`config.mk`:
```
export PLATFORM = sky130hd
export DESIGN_NAME = serial_needle_wait_matcher_top
export DESIGN_NICKNAME = d
export VERILOG_FILES = /design/src/snwm_pkg.sv /design/src/serial_needle_wait_matcher_top.sv /design/src/snwm_cfg.sv /design/src/snwm_core.sv
export SDC_FILE = /design/constraint.sdc
export NUM_CORES = 1
export LEC_CHECK = 0
export BUFFER_PORTS_ARGS = -buffer_cell sky130_fd_sc_hd__buf_2
export CAP_MARGIN = 20
export CORE_AREA = 10 10 145 147
export DETAILED_ROUTE_END_ITERATION = 12
export DIE_AREA = 0 0 155 157
export GPL_ROUTABILITY_DRIVEN = 1
export PLACE_DENSITY_LB_ADDON = 0.1
export RECOVER_POWER = 50
export SKIP_CTS_REPAIR_TIMING = 1
export SLEW_MARGIN = 30
export SYNTH_ARGS = -nofsm -noshare
export SYNTH_HDL_FRONTEND = slang
export SYNTH_HIERARCHICAL = 1
export SYNTH_SLANG_ARGS = --single-unit
```
`constraint.sdc`:
```
create_clock -name clk -period 11.4 [get_ports clk]
set_input_delay 2.28 -clock clk [delete_from_list [all_inputs] [get_ports clk]]
set_output_delay 2.28 -clock clk [all_outputs]
set_load 0.005 [all_outputs]
```
`src/snwm_pkg.sv`:
```
// Package for the serial needle wait matcher: widths, register indexes and shared types.
`default_nettype none
package snwm_pkg;

    // Needle geometry
    localparam int unsigned NEEDLE_MAX = 8;
    localparam int unsigned POS_W      = 3;
    localparam int unsigned LEN_W      = 4;
    localparam int unsigned BYTE_W     = 8;
    localparam int unsigned NEEDLE_W   = NEEDLE_MAX * BYTE_W;
    localparam int unsigned CNT_W      = 16;
    localparam int unsigned CFG_W      = 64;
    localparam int unsigned IDX_W      = 2;

    // Register indexes on the write port
    localparam logic [IDX_W-1:0] REG_NEEDLE_BYTES  = 2'd0;
    localparam logic [IDX_W-1:0] REG_NEEDLE_LENGTH = 2'd1;
    localparam logic [IDX_W-1:0] REG_MAX_COUNT     = 2'd2;
    localparam logic [IDX_W-1:0] REG_STORE_MODE    = 2'd3;

    // Reset values of the registers
    localparam logic [NEEDLE_W-1:0] RST_NEEDLE_BYTES  = '0;
    localparam logic [LEN_W-1:0]    RST_NEEDLE_LENGTH = 4'd1;
    localparam logic [CNT_W-1:0]    RST_MAX_COUNT     = 16'hFFFF;
    localparam logic                RST_STORE_MODE    = 1'b1;

    localparam logic [CNT_W-1:0] CNT_SAT = 16'hFFFF;

    // Effective configuration, already saturated
    typedef struct packed {
        logic [NEEDLE_W-1:0] needle;
        logic [LEN_W-1:0]    length;  // 1..NEEDLE_MAX
        logic [CNT_W-1:0]    limit;   // 1..65535
        logic                store;
    } cfg_t;

    // One result transaction
    typedef struct packed {
        logic [BYTE_W-1:0] data_byte;
        logic              keep_byte;
        logic [CNT_W-1:0]  stored_total;
        logic              needle_found;
        logic              search_done;
    } res_t;

endpackage
`default_nettype wire

```
`src/serial_needle_wait_matcher_top.sv`:
```
// Top level of the serial needle wait matcher.
//
//  channel | direction | handshake          | payload
//  s_*     | in        | s_tvalid/s_tready  | s_tdata: rx_byte
//  m_*     | out       | m_tvalid/m_tready  | m_tdata, m_tuser, m_tlast (search_done)
//  cfg_*   | in        | cfg_we             | cfg_index, cfg_data
//
// One byte per cycle sustained while m_tready stays high. A byte goes from s_
// to m_ through the input register, then the result register. Match position
// and stored count update as a byte moves into the result register. A stalled
// m_ side holds one result and one waiting byte; then s_tready drops. Reset
// clears valid flags, search state and registers to their defaults.
`default_nettype none
module serial_needle_wait_matcher_top (
    input  wire logic                          clk,
    input  wire logic                          rst_n,
    input  wire logic                          s_tvalid,
    output logic                               s_tready,
    input  wire logic [7:0]                    s_tdata,   // [7:0] rx_byte
    output logic                               m_tvalid,
    input  wire logic                          m_tready,
    output logic [23:0]                        m_tdata,   // [7:0] data_byte, [23:8] stored_total
    output logic [1:0]                         m_tuser,   // [0] keep_byte, [1] needle_found
    output logic                               m_tlast,   // search_done
    input  wire logic                          cfg_we,
    input  wire logic [snwm_pkg::IDX_W-1:0]    cfg_index,
    input  wire logic [snwm_pkg::CFG_W-1:0]    cfg_data
);

    snwm_pkg::cfg_t cfg;
    snwm_pkg::res_t res;

    snwm_cfg u_cfg (
        .clk       (clk),
        .rst_n     (rst_n),
        .cfg_we    (cfg_we),
        .cfg_index (cfg_index),
        .cfg_data  (cfg_data),
        .cfg       (cfg)
    );

    snwm_core u_core (
        .clk       (clk),
        .rst_n     (rst_n),
        .cfg       (cfg),
        .in_valid  (s_tvalid),
        .in_ready  (s_tready),
        .in_byte   (s_tdata),
        .out_valid (m_tvalid),
        .out_ready (m_tready),
        .out_res   (res)
    );

    // Output packing
    assign m_tdata = {res.stored_total, res.data_byte};
    assign m_tuser = {res.needle_found, res.keep_byte};
    assign m_tlast = res.search_done;

endmodule
`default_nettype wire

```
`src/snwm_cfg.sv`:
```
// Configuration registers of the matcher with saturation of length and limit.
`default_nettype none
module snwm_cfg (
    input  wire logic                          clk,
    input  wire logic                          rst_n,
    input  wire logic                          cfg_we,
    input  wire logic [snwm_pkg::IDX_W-1:0]    cfg_index,
    input  wire logic [snwm_pkg::CFG_W-1:0]    cfg_data,
    output snwm_pkg::cfg_t                     cfg
);

    logic [snwm_pkg::NEEDLE_W-1:0] needle_reg;
    logic [snwm_pkg::LEN_W-1:0]    length_reg;
    logic [snwm_pkg::CNT_W-1:0]    max_count_reg;
    logic                          store_reg;

    // Register writes
    always_ff @(posedge clk or negedge rst_n)
    begin
        if (!rst_n)
        begin
            needle_reg    <= snwm_pkg::RST_NEEDLE_BYTES;
            length_reg    <= snwm_pkg::RST_NEEDLE_LENGTH;
            max_count_reg <= snwm_pkg::RST_MAX_COUNT;
            store_reg     <= snwm_pkg::RST_STORE_MODE;
        end
        else if (cfg_we)
        begin
            case (cfg_index)
                snwm_pkg::REG_NEEDLE_BYTES:
                    needle_reg <= cfg_data[snwm_pkg::NEEDLE_W-1:0];
                snwm_pkg::REG_NEEDLE_LENGTH:
                    length_reg <= cfg_data[snwm_pkg::LEN_W-1:0];
                snwm_pkg::REG_MAX_COUNT:
                    max_count_reg <= cfg_data[snwm_pkg::CNT_W-1:0];
                snwm_pkg::REG_STORE_MODE:
                    store_reg <= cfg_data[0];
                default:
                    store_reg <= store_reg;
            endcase
        end
    end

    // Zero length counts as one, long length clamps to the needle size, zero limit counts as one
    always_comb
    begin
        cfg.needle = needle_reg;
        cfg.store  = store_reg;
        if (length_reg == '0)
            cfg.length = snwm_pkg::LEN_W'(1);
        else if (length_reg > snwm_pkg::LEN_W'(snwm_pkg::NEEDLE_MAX))
            cfg.length = snwm_pkg::LEN_W'(snwm_pkg::NEEDLE_MAX);
        else
            cfg.length = length_reg;
        cfg.limit = (max_count_reg == '0) ? snwm_pkg::CNT_W'(1) : max_count_reg;
    end

endmodule
`default_nettype wire

```
`src/snwm_core.sv`:
```
// Matcher datapath: input register, compare and count, result register.
`default_nettype none
module snwm_core (
    input  wire logic                          clk,
    input  wire logic                          rst_n,
    input  wire snwm_pkg::cfg_t                cfg,
    input  wire logic                          in_valid,
    output logic                               in_ready,
    input  wire logic [snwm_pkg::BYTE_W-1:0]   in_byte,
    output logic                               out_valid,
    input  wire logic                          out_ready,
    output snwm_pkg::res_t                     out_res
);

    logic                          hold_valid_reg;
    logic [snwm_pkg::BYTE_W-1:0]   hold_byte_reg;
    logic                          res_valid_reg;
    snwm_pkg::res_t                res_reg;
    logic [snwm_pkg::POS_W-1:0]    pos_reg;
    logic [snwm_pkg::POS_W-1:0]    pos_next;
    logic [snwm_pkg::CNT_W-1:0]    cnt_reg;
    logic [snwm_pkg::CNT_W-1:0]    cnt_next;
    snwm_pkg::res_t                res_next;

    logic                          advance;
    logic [snwm_pkg::POS_W-1:0]    pos_cur;
    logic [snwm_pkg::LEN_W-1:0]    pos_inc;
    logic [snwm_pkg::BYTE_W-1:0]   want;
    logic [snwm_pkg::CNT_W-1:0]    cnt_inc;
    logic                          hit;
    logic                          found;
    logic                          done;

    // Pipeline moves when the result slot is free or being drained
    assign advance   = !res_valid_reg || out_ready;
    assign in_ready  = !hold_valid_reg || advance;
    assign out_valid = res_valid_reg;
    assign out_res   = res_reg;

    // Compare against the needle byte at the current position
    always_comb
    begin
        pos_cur = (snwm_pkg::LEN_W'(pos_reg) >= cfg.length) ? '0 : pos_reg;
        want    = cfg.needle[pos_cur * snwm_pkg::BYTE_W +: snwm_pkg::BYTE_W];
        hit     = (hold_byte_reg == want);
        pos_inc = snwm_pkg::LEN_W'(pos_cur) + snwm_pkg::LEN_W'(1);
        found   = hit && (pos_inc >= cfg.length);

        cnt_inc = (cnt_reg < snwm_pkg::CNT_SAT) ? cnt_reg + snwm_pkg::CNT_W'(1) : cnt_reg;
        done    = found || (cfg.store && (cnt_inc >= cfg.limit));

        if (done)
        begin
            pos_next = '0;
            cnt_next = '0;
        end
        else
        begin
            pos_next = hit ? pos_inc[snwm_pkg::POS_W-1:0] : '0;
            cnt_next = cfg.store ? cnt_inc : cnt_reg;
        end

        res_next.data_byte    = hold_byte_reg;
        res_next.keep_byte    = cfg.store;
        res_next.stored_total = cfg.store ? cnt_inc : '0;
        res_next.needle_found = found;
        res_next.search_done  = done;
    end

    // Control registers and search state
    always_ff @(posedge clk or negedge rst_n)
    begin
        if (!rst_n)
        begin
            hold_valid_reg <= 1'b0;
            res_valid_reg  <= 1'b0;
            pos_reg        <= '0;
            cnt_reg        <= '0;
        end
        else
        begin
            if (in_ready)
                hold_valid_reg <= in_valid;
            if (advance)
                res_valid_reg <= hold_valid_reg;
            if (advance && hold_valid_reg)
            begin
                pos_reg <= pos_next;
                cnt_reg <= cnt_next;
            end
        end
    end

    // Payload registers
    always_ff @(posedge clk)
    begin
        if (in_ready && in_valid)
            hold_byte_reg <= in_byte;
        if (advance && hold_valid_reg)
            res_reg <= res_next;
    end

endmodule
`default_nettype wire

```
* Word level (Yosys, flattened, before mapping)
Index checks and enable logic that the tools add are counted.
Widths: inputs -> output; s select.
** Storage, ports and cells
- Register bits after elaboration :: 141
- Bits of input ports :: 79
- Output and inout port bits :: 29
- Logic and storage cells :: 53
** Operators by class
- Add/sub/neg operators :: 2
- Order comparisons :: 5
- Eq/ne operators :: 4
- Shift-type cells :: 1
- Muxes and demuxes :: 9
- Reduce and logical (&&, ||, !) cells :: 18
** Operators by type and width (count)
- $mux 16 :: 4
- $shiftx 64x7->8 :: 1
- $add 16x1->16 const B :: 1
- $ge 16x16->1 :: 1
- $logic_not 16->1 :: 1
- $lt 16x16->1 const B :: 1
- $reduce_and 2->1 :: 5
- $mux 3 :: 3
- $eq 8x8->1 :: 1
- $mux 4 :: 2
- $add 3x1->4 const B :: 1
- $eq 2x2->1 const B :: 2
- $ge 3x4->1 :: 1
- $ge 4x4->1 :: 1
- $gt 4x4->1 const B :: 1
- $logic_and 1x1->1 :: 4
- $logic_not 4->1 :: 1
- $logic_or 1x1->1 :: 3
- $eq 2x1->1 const B :: 1
- $logic_not 1->1 :: 2
- $logic_not 2->1 :: 1
- $reduce_bool 2->1 :: 1

* Depth between registers and ports, before layout
Gate-level depths: netlist (run 1).
- Depth in word-level cells :: 11
- Depth in mapped cells :: 21
- Gate-level depth less buffers :: 18

* By module
Netlist (run 1), hierarchy kept.
** Modules (own cells, without submodules)
- snwm_core :: instances 1, cells an instance 347, area each 3786.1 um^2, sequential area each 1576.5 um^2
- snwm_cfg :: instances 1, cells an instance 208, area each 3359.5 um^2, sequential area each 2149.6 um^2

* Least setup slack after synthesis (run 1)
Ideal clock, no wire load.
- Path type :: input -> output
- Start :: input m_tready
- End :: output s_tready
- Data arrival time :: 2454 ps
- Data required time :: 9120 ps
- Path slack :: 6666 ps
- Stages on the path :: 1
- Path buffers :: 0
- Path through :: nand3b_1
** Between the ends
- Cells in the longest elaborated chain, start to end :: 2
** Ends and longest elaborated chain
- from (decl) :: RTL line serial_needle_wait_matcher_top.sv:21 : input wire logic m_tready,
- $logic_or 1x1->1 :: RTL line snwm_core.sv:35 : assign advance = !res_valid_reg || out_ready;
- $logic_or 1x1->1 :: RTL line snwm_core.sv:36 : assign in_ready = !hold_valid_reg || advance;
- to (decl) :: RTL line serial_needle_wait_matcher_top.sv:18 : output logic s_tready,
No other way between the ends.

==> reports/qor.csv, run 1 <==
metric,value,unit
status,"finished, violations left",
violations,"capacitance limit, slew limit",
cp.arrival,6.55,ns
worstMarginPinSlew,3.01,ns
drc,0,
io_buffers,107,
gr-total-overflow,0,
fin_setup_tns,0,ns
place.gp.congestion,0.825,
start_kind,input pin,
ys.flop_type,dfrtp_1,
yosysSeqAreaShare,0.521,
path_cells,clkbuf_1 > clkbuf_1,
drtIter0Drc,153,
area_delta_synth_final,15.7,%
syn_area,7150,um2
rsz0062_at_grt,false,
row_count,50,
synth_nets,658,
grt_max_degree,65,
cp-startpoint,rst_n,
vias,4563,
yosysTopAreaCell,dfrtp_1,
antenna_left,0,
yosysTopAreaCellShare,0.308,
power_per_cell_area,171,nW/um2
wl_per_cell,18.5,um
ys_ff_latch,141,
cts_sinks,141,
start_util,0.390,
layout.nets,750,
core,18300,um2
required,11.08,ns
worstSetupPathType,in -> async,
synthArstFlopShare,0.752,
dp_hpwl,12.3,mm
max-cap-violations,3,
setup_viol,0,
root_buffer,clkbuf_16,
path_delay_family,buffers and inverters,
fmax,145,MHz
path_buf_inv,2,
cts-buffers-inserted,17,
min_from,u_core/hold_byte_reg[1]$_DFFE_PP_,
hold_violations,0,
via_per_inst,5.10,
grt_pass1_vias,4994,
clk_latency,0.43,ns
peakVddDrop,111,uV
whs,0.474,ns
slowest_stage,clkbuf_1,
ys_types,66,
wirelength,16.5,mm
p_leak,3.57,nW
synth_edf_count,35,
skew,0.0185,ns
synthCells,555,
finalCriticalPeriod,6.88,ns
firstDrtPassIters,4,
clockBufferDepth,2,
die_h,157,um
maxSlewHeadroom,-1.00,
finalMaxSlewViolations,143,
synth_area_leaders,"dfrtp_1 (31%), edfxtp_1 (15%), mux2_2 (13%)",
clk_pin_slew_worst_paths,0.06,ns
cts_tree,done,
track_usage,0.140,
final_layout_size_suffix_gt1_frac,0.400,
die_w,155,um
max_stage_delay,2.16,ns
hp-class,reg -> reg,
pin_count,108,
reg2reg_from,u_core/cnt_reg[4]$_DFFE_PN0P_,
cpMostUsedCell,clkbuf_1,
critPathCaptureType,asynchronous set/reset pin,
largest_reg_flops,64,
antennaDiodeCount,0,
avgSynthCellArea,12.9,um2
cts_max_level,4,
die-area,24300,um2
antenna_found_initial,2,
crit_fanout,55,
yosys_warnings,6,
grt_pass1_wl,26.7,mm
fin_crit_sh,0.603,
## placed cells by master, fill, tap and decap left out, types with 16 or more instances in the layout
cell type	n
mux2_2	82
inv_1	40
nor2_1	28
edfxtp_1	35
clkbuf_16	17
a21oi_1	16
ha_1	24
dfrtp_1	87
buf_2	99
dfstp_2	17
## area by class of cell
type                            count  area (um2)
Fill cell                        1719       10100
Multi-Input combinational cell    336        3020
Clock buffer                       22         474
Sequential cell                   141        3730
Clock inverter                     10        61.3
Inverter                           40         150
Timing Repair Buffer              111         548
Tap cell                          234         293
## synthesized netlist by cell type (8+ instances only)
cell        n
a21oi_1    16
buf_6       8
clkbuf_1   20
dfrtp_1    88
dfstp_2    18
edfxtp_1   35
ha_1       24
inv_1      40
mux2_1      9
mux2_2     82
nand2_1    12
nand3_1    11
nor2_1     28
nor2b_1     8
nor3_1      8
o21ai_0     8
o22ai_1     8
o2bb2ai_2  10
xor2_1     11
## per-stage QoR
step                      utilization  setup WS [ns]  area, um2  std cells  total power, W
after floorplan                     -           6.67       7150        555        0.000839
after global placement          0.423           6.43       7760        862        0.000911
after detailed placement        0.423           6.42       7760        862        0.000921
after CTS                       0.452           6.42       8290        894         0.00143
after global routing            0.451           3.42       8270        894         0.00149
final                           0.451           4.52       8270        894         0.00141
## worst paths after layout
path | endpoint | slack (ns) | depth (start not counted)
max | u_core/pos_reg[2]$_DFFE_PN0P_ | 4.52 | 2
min | u_core/out_res[20]$_DFFE_PP_ | 0.47 | 0
max reg2reg | u_core/cnt_reg[2]$_DFFE_PN0P_ | 6.51 | 18
min reg2reg | u_core/out_res[20]$_DFFE_PP_ | 0.47 | 0
max in group clk | s_tready | 6.42 | 3
min in group asynchronous | u_core/out_valid$_DFFE_PN0P_ | 2.83 | 1
## power breakdown
part	leakage [nW]	internal [W]	switching (W)
clock network	0.272	0.000295	0.000211
logic	1.70	0.000122	0.000127
registers	1.60	0.000606	0.0000510
## routing by layer
| layer | part of all wire | vias up | global-route usage |
|---|---|---|---|
| met4 | 0.015 | 4 | 0.0513 |
| li1 | - | 2172 | - |
| met5 | 0.0013 | - | 0 |
| met1 | 0.45 | 2266 | 0.176 |
| met2 | 0.48 | 101 | 0.221 |
| met3 | 0.048 | 20 | 0.0431 |
## cell families after synthesis
kind of cell    Yosys count  share of synthesized area
flops                   141                      0.521
compound gates           78                     0.0933
fa+ha+maj                24                     0.0420
simple gates            112                     0.0898
xor+xnor                 19                     0.0243
buf+inv                  78                     0.0566
mux                     103                      0.172
Note: power is estimated with default switching activity, not from simulation.
==> inputs of run 2 (changes only) <==
- clock period: 11.4 -> 5.7 ns (I/O delays scaled with it)
==> reports/qor.csv, run 2 (synthesis gave the netlist of run 1 again) <==
metric,value,unit
max_stage_delay,0.69,ns
p_int,0.00209,W
finalMaxSlewViolations,98,
p_sw_frac,0.272,
firstDrtPassIters,4,
start_kind,register,
path_buf_inv,1,
clockBufferDepth,2,
grt_pass1_vias,4796,
antennaDiodeCount,0,
critPathCaptureType,register,
skew,0.0113,ns
placed_area,7770,um2
clk_pin_slew_worst_paths,0.06,ns
peakVddDrop,219,uV
cts_max_level,4,
cp_num_cells,17,
fin_area,8300,um2
p_comb_frac,0.174,
crit_fanout,14,
required,6.02,ns
root_buffer,clkbuf_16,
fmax,211,MHz
vias,4595,
maxSlewHeadroom,-1.31,
setup_ws,0.964,ns
wl_per_cell,18.8,um
core,18300,um2
cts_tree,done,
reg2reg_from,u_core/cnt_reg[4]$_DFFE_PN0P_,
layout.nets,751,
reg2reg_slack,0.96,ns
final_layout_size_suffix_gt1_frac,0.383,
hp-class,reg -> reg,
die-area,24300,um2
row_count,50,
track_usage,0.140,
place.gp.congestion,0.854,
wirelength,16.8,mm
p_leak,3.55,nW
antenna_found_initial,0,
cp.arrival,5.06,ns
dp_slack,0.966,ns
clk_latency,0.42,ns
power_frac_seq,0.457,
worstMarginPinSlew,3.47,ns
slowest_stage,or3b_1,
drtIter0Drc,203,
cts-buffers-inserted,17,
path_cells,and3_1 > and3_1 > nand3_1 > nor3_1 > nand3_1 > nand2b_2 > nor2_1 > xnor2_1 > inv_1 > ha_1 > nor2b_1 > o21ai_0 > nand2_1 > o2111ai_1 > o22a_1 > or3b_1 > o2bb2ai_1,
violations,"capacitance limit, slew limit",
io_buffers,107,
path_delay_family,simple AND/OR/NAND/NOR gates,
die_h,157,um
cp-startpoint,u_core/cnt_reg[4]$_DFFE_PN0P_,
power_per_cell_area,347,nW/um2
power,0.00288,W
cts_sinks,141,
grt_pass1_wl,26.7,mm
drc,0,
grt_max_degree,65,
rr_worst_depth,17,
switchingPower,0.000782,W
pwr-share-clk,0.368,
dp_hpwl,12.5,mm
hold_violations,0,
rsz0062_at_grt,false,
regArea,3730,um2
finalCriticalPeriod,4.74,ns
layout_common_cells,"buf_2 (88), dfrtp_1 (88), mux2_2 (82)",
multi_input_area,3020,um2
antenna_left,0,
largest_reg_flops,64,
worstSetupPathType,reg -> reg,
pin_count,108,
cp-endpoint,u_core/cnt_reg[2]$_DFFE_PN0P_,
fin_setup_tns,0,ns
max-cap-violations,2,
setup_viol,0,
final_util,0.453,
n_fill_cell,1740,
status,"finished, violations left",
timing.rr.end,u_core/cnt_reg[2]$_DFFE_PN0P_,
area_delta_synth_final,16.1,%
via_per_inst,5.13,
start_util,0.390,
die_w,155,um
gr-total-overflow,0,
fin_crit_sh,0.831,
## run 2: stage by stage
| step | hold slack (ns) | instances |
|---|---|---|
| after CTS | 0.480 | 895 |
| after detailed placement | 0.466 | 863 |
| after global placement | 0.462 | 863 |
| final | 0.478 | 895 |
| after floorplan | 0.439 | 555 |
| after global routing | 0.499 | 895 |
## run 2: metal layers
layer / global-route usage / share of wire
met1: 0.182 / 0.45
met2: 0.220 / 0.48
met3: 0.0420 / 0.052
met4: 0.0436 / 0.011
met5: 0 / 0
## run 2: cell type report
| type | count | share of cell area |
|---|---|---|
| Tap cell | 234 | 0.0353 |
| Inverter | 40 | 0.0181 |
| Multi-Input combinational cell | 336 | 0.364 |
| Clock inverter | 9 | 0.0101 |
| Timing Repair Buffer | 112 | 0.0658 |
| Sequential cell | 141 | 0.449 |
| Clock buffer | 23 | 0.0578 |
## run 2: worst min-delay path by stage
stage	from	to	slack, ns	cells past startpoint
2_1_floorplan	u_core/hold_byte_reg[3]$_DFFE_PP_	u_core/out_res[22]$_DFFE_PP_	0.44	0
3_3_place_gp	u_core/hold_valid_reg$_DFFE_PN0N_	u_core/out_valid$_DFFE_PN0P_	0.46	1
3_5_place_dp	u_core/hold_byte_reg[1]$_DFFE_PP_	u_core/out_res[20]$_DFFE_PP_	0.47	0
4_1_cts	u_core/hold_byte_reg[1]$_DFFE_PP_	u_core/out_res[20]$_DFFE_PP_	0.48	0
5_1_grt	u_core/hold_byte_reg[1]$_DFFE_PP_	u_core/out_res[20]$_DFFE_PP_	0.50	0
6_report	u_core/hold_byte_reg[1]$_DFFE_PP_	u_core/out_res[20]$_DFFE_PP_	0.48	0
## run 2: power groups by stage
stage | combinational, W | sequential, W | clock [W]
floorplan | 0.000383 | 0.00129 | 0
global placement | 0.000496 | 0.00133 | 0
detailed placement | 0.000511 | 0.00134 | 0
CTS | 0.000514 | 0.00132 | 0.00109
global route | 0.000561 | 0.00134 | 0.00114
finish | 0.000501 | 0.00132 | 0.00106
==> inputs of run 3 (changes only) <==
- clock period: 5.7 -> 4.3 ns (I/O delays scaled with it)
==> reports/qor.csv, run 3 (synthesis gave the netlist of run 1 again) <==
metric,value,unit
status,"finished, violations left",
violations,"capacitance limit, slew limit",
wl_per_cell,18.8,um
crit_fanout,14,
wirelength,17.1,mm
cts_sinks,141,
dp.cells,868,
clk_pin_slew_worst_paths,0.06,ns
busiest_layer,met2,
cp.arrival,4.34,ns
power_per_cell_area,464,nW/um2
grt_max_degree,65,
peakVddDrop,293,uV
slowest_stage,dfrtp_1,
layout_commonest_cell,buf_2,
whs,0.481,ns
start_util,0.390,
clockBufferDepth,2,
worstMarginPinSlew,3.11,ns
fin_setup_tns,0,ns
cts-buffers-inserted,17,
place.gp.congestion,0.816,
path_buf_inv,3,
fin_area,8460,um2
io_buffers,107,
cp_num_cells,18,
die-area,24300,um2
setup_viol,0,
dp_slack,0.0549,ns
n_fill_cell,1721,
layout.nets,761,
required,4.64,ns
placed_area,7800,um2
finalMaxSlewViolations,91,
cts_tree,done,
clk_latency,0.41,ns
finalNonFillerCells,906,
skew,0.00542,ns
largest_reg_flops,64,
hp-class,reg -> reg,
row_count,50,
fmax,250,MHz
final_layout_size_suffix_gt1_frac,0.429,
antenna_found_initial,1,
antenna_left,0,
rr_worst_depth,18,
p_leak,3.68,nW
hold_violations,0,
fin_crit_sh,0.930,
setup_ws,0.302,ns
cpMostUsedCell,and3_1,
grt_pass1_vias,4992,
grt_pass1_wl,27.3,mm
use_met2,0.231,
dp_hpwl,12.8,mm
worstSetupPathType,reg -> reg,
path_cells,and3_1 > and3_1 > nand3_1 > nor3_4 > buf_4 > and3_1 > mux2i_2 > inv_1 > ha_1 > a21oi_1 > nor2b_1 > o21ai_0 > a21oi_1 > nor3_1 > o22a_1 > or3b_1 > buf_4 > o2bb2ai_2,
drtIter0Drc,170,
start_kind,register,
min_path_cells,0,
vias,4575,
gr-total-overflow,0,
path_delay_family,simple AND/OR/NAND/NOR gates,
maxSlewHeadroom,-1.07,
layout_common_cells,"buf_2 (105), dfrtp_1 (87), mux2_2 (82)",
pin_count,108,
die_h,157,um
root_buffer,clkbuf_16,
met1_usage,0.180,
drc,0,
finalCriticalPeriod,4.00,ns
track_usage,0.142,
max_stage_delay,0.43,ns
core,18300,um2
die_w,155,um
via_per_inst,5.05,
grt_util_met3,0.0398,
critPathCaptureType,register,
firstDrtPassIters,4,
max-cap-violations,2,
area_delta_synth_final,18.3,%
cts_max_level,4,
run 3: path summary, 6_finish.rpt:
kind / start / to / slack (ns)
worst min register to register: u_core/hold_byte_reg[7]$_DFFE_PP_ / u_core/out_res[26]$_DFFE_PP_ / 0.48
min in group asynchronous: rst_n / u_core/hold_valid_reg$_DFFE_PN0N_ / 1.45
worst min-delay path: u_core/hold_byte_reg[7]$_DFFE_PP_ / u_core/out_res[26]$_DFFE_PP_ / 0.48
max in group asynchronous: rst_n / u_cfg/needle_reg[13]$_DFFE_PN0P_ / 0.77
worst max register to register: u_core/cnt_reg[5]$_DFFE_PN0P_ / u_core/cnt_reg[5]$_DFFE_PN0P_ / 0.30
worst max-delay path: u_core/cnt_reg[5]$_DFFE_PN0P_ / u_core/cnt_reg[5]$_DFFE_PN0P_ / 0.30
run 3: area by class of cell:
cell class	count	area (um2)	area share
antenna	1	2.50	0.000296
clock buffer	18	450	0.0533
clock inverter	14	153	0.0181
inverter	40	150	0.0178
multi-input combinational	337	3050	0.361
sequential	141	3730	0.441
tap	234	293	0.0346
timing repair buffer	121	629	0.0744
run 3: routing by layer:
layer | vias to the layer above | part of all wire
li1 | 2209 | -
met1 | 2261 | 0.46
met2 | 90 | 0.49
met3 | 13 | 0.045
met4 | 2 | 0.0095
met5 | - | 0.00076
run 3: worst reg2reg max path, cell delays in order, from the launching register on:
cell and delay [ns]:
dfrtp_1 0.43, and3_1 0.23, and3_1 0.21, nand3_1 0.17, nor3_4 0.20, buf_4 0.17
and3_1 0.26, mux2i_2 0.27, inv_1 0.08, ha_1 0.27, a21oi_1 0.15, nor2b_1 0.06
o21ai_0 0.18, a21oi_1 0.09, nor3_1 0.16, o22a_1 0.24, or3b_1 0.36, buf_4 0.22
o2bb2ai_2 0.17
run 3: per-stage QoR:
stage	total power [W]	util
after floorplan	0.00222	-
final	0.00393	0.461
after CTS	0.00396	0.459
after global routing	0.00414	0.461
after global placement	0.00242	0.426
after detailed placement	0.00245	0.426
run 3: power by group:
group	switching (W)	internal [W]	leakage [nW]
Sequential	0.000135	0.00161	1.60
Clock	0.000596	0.000897	0.290
Combinational	0.000349	0.000342	1.79
Total	0.00108	0.00285	3.68
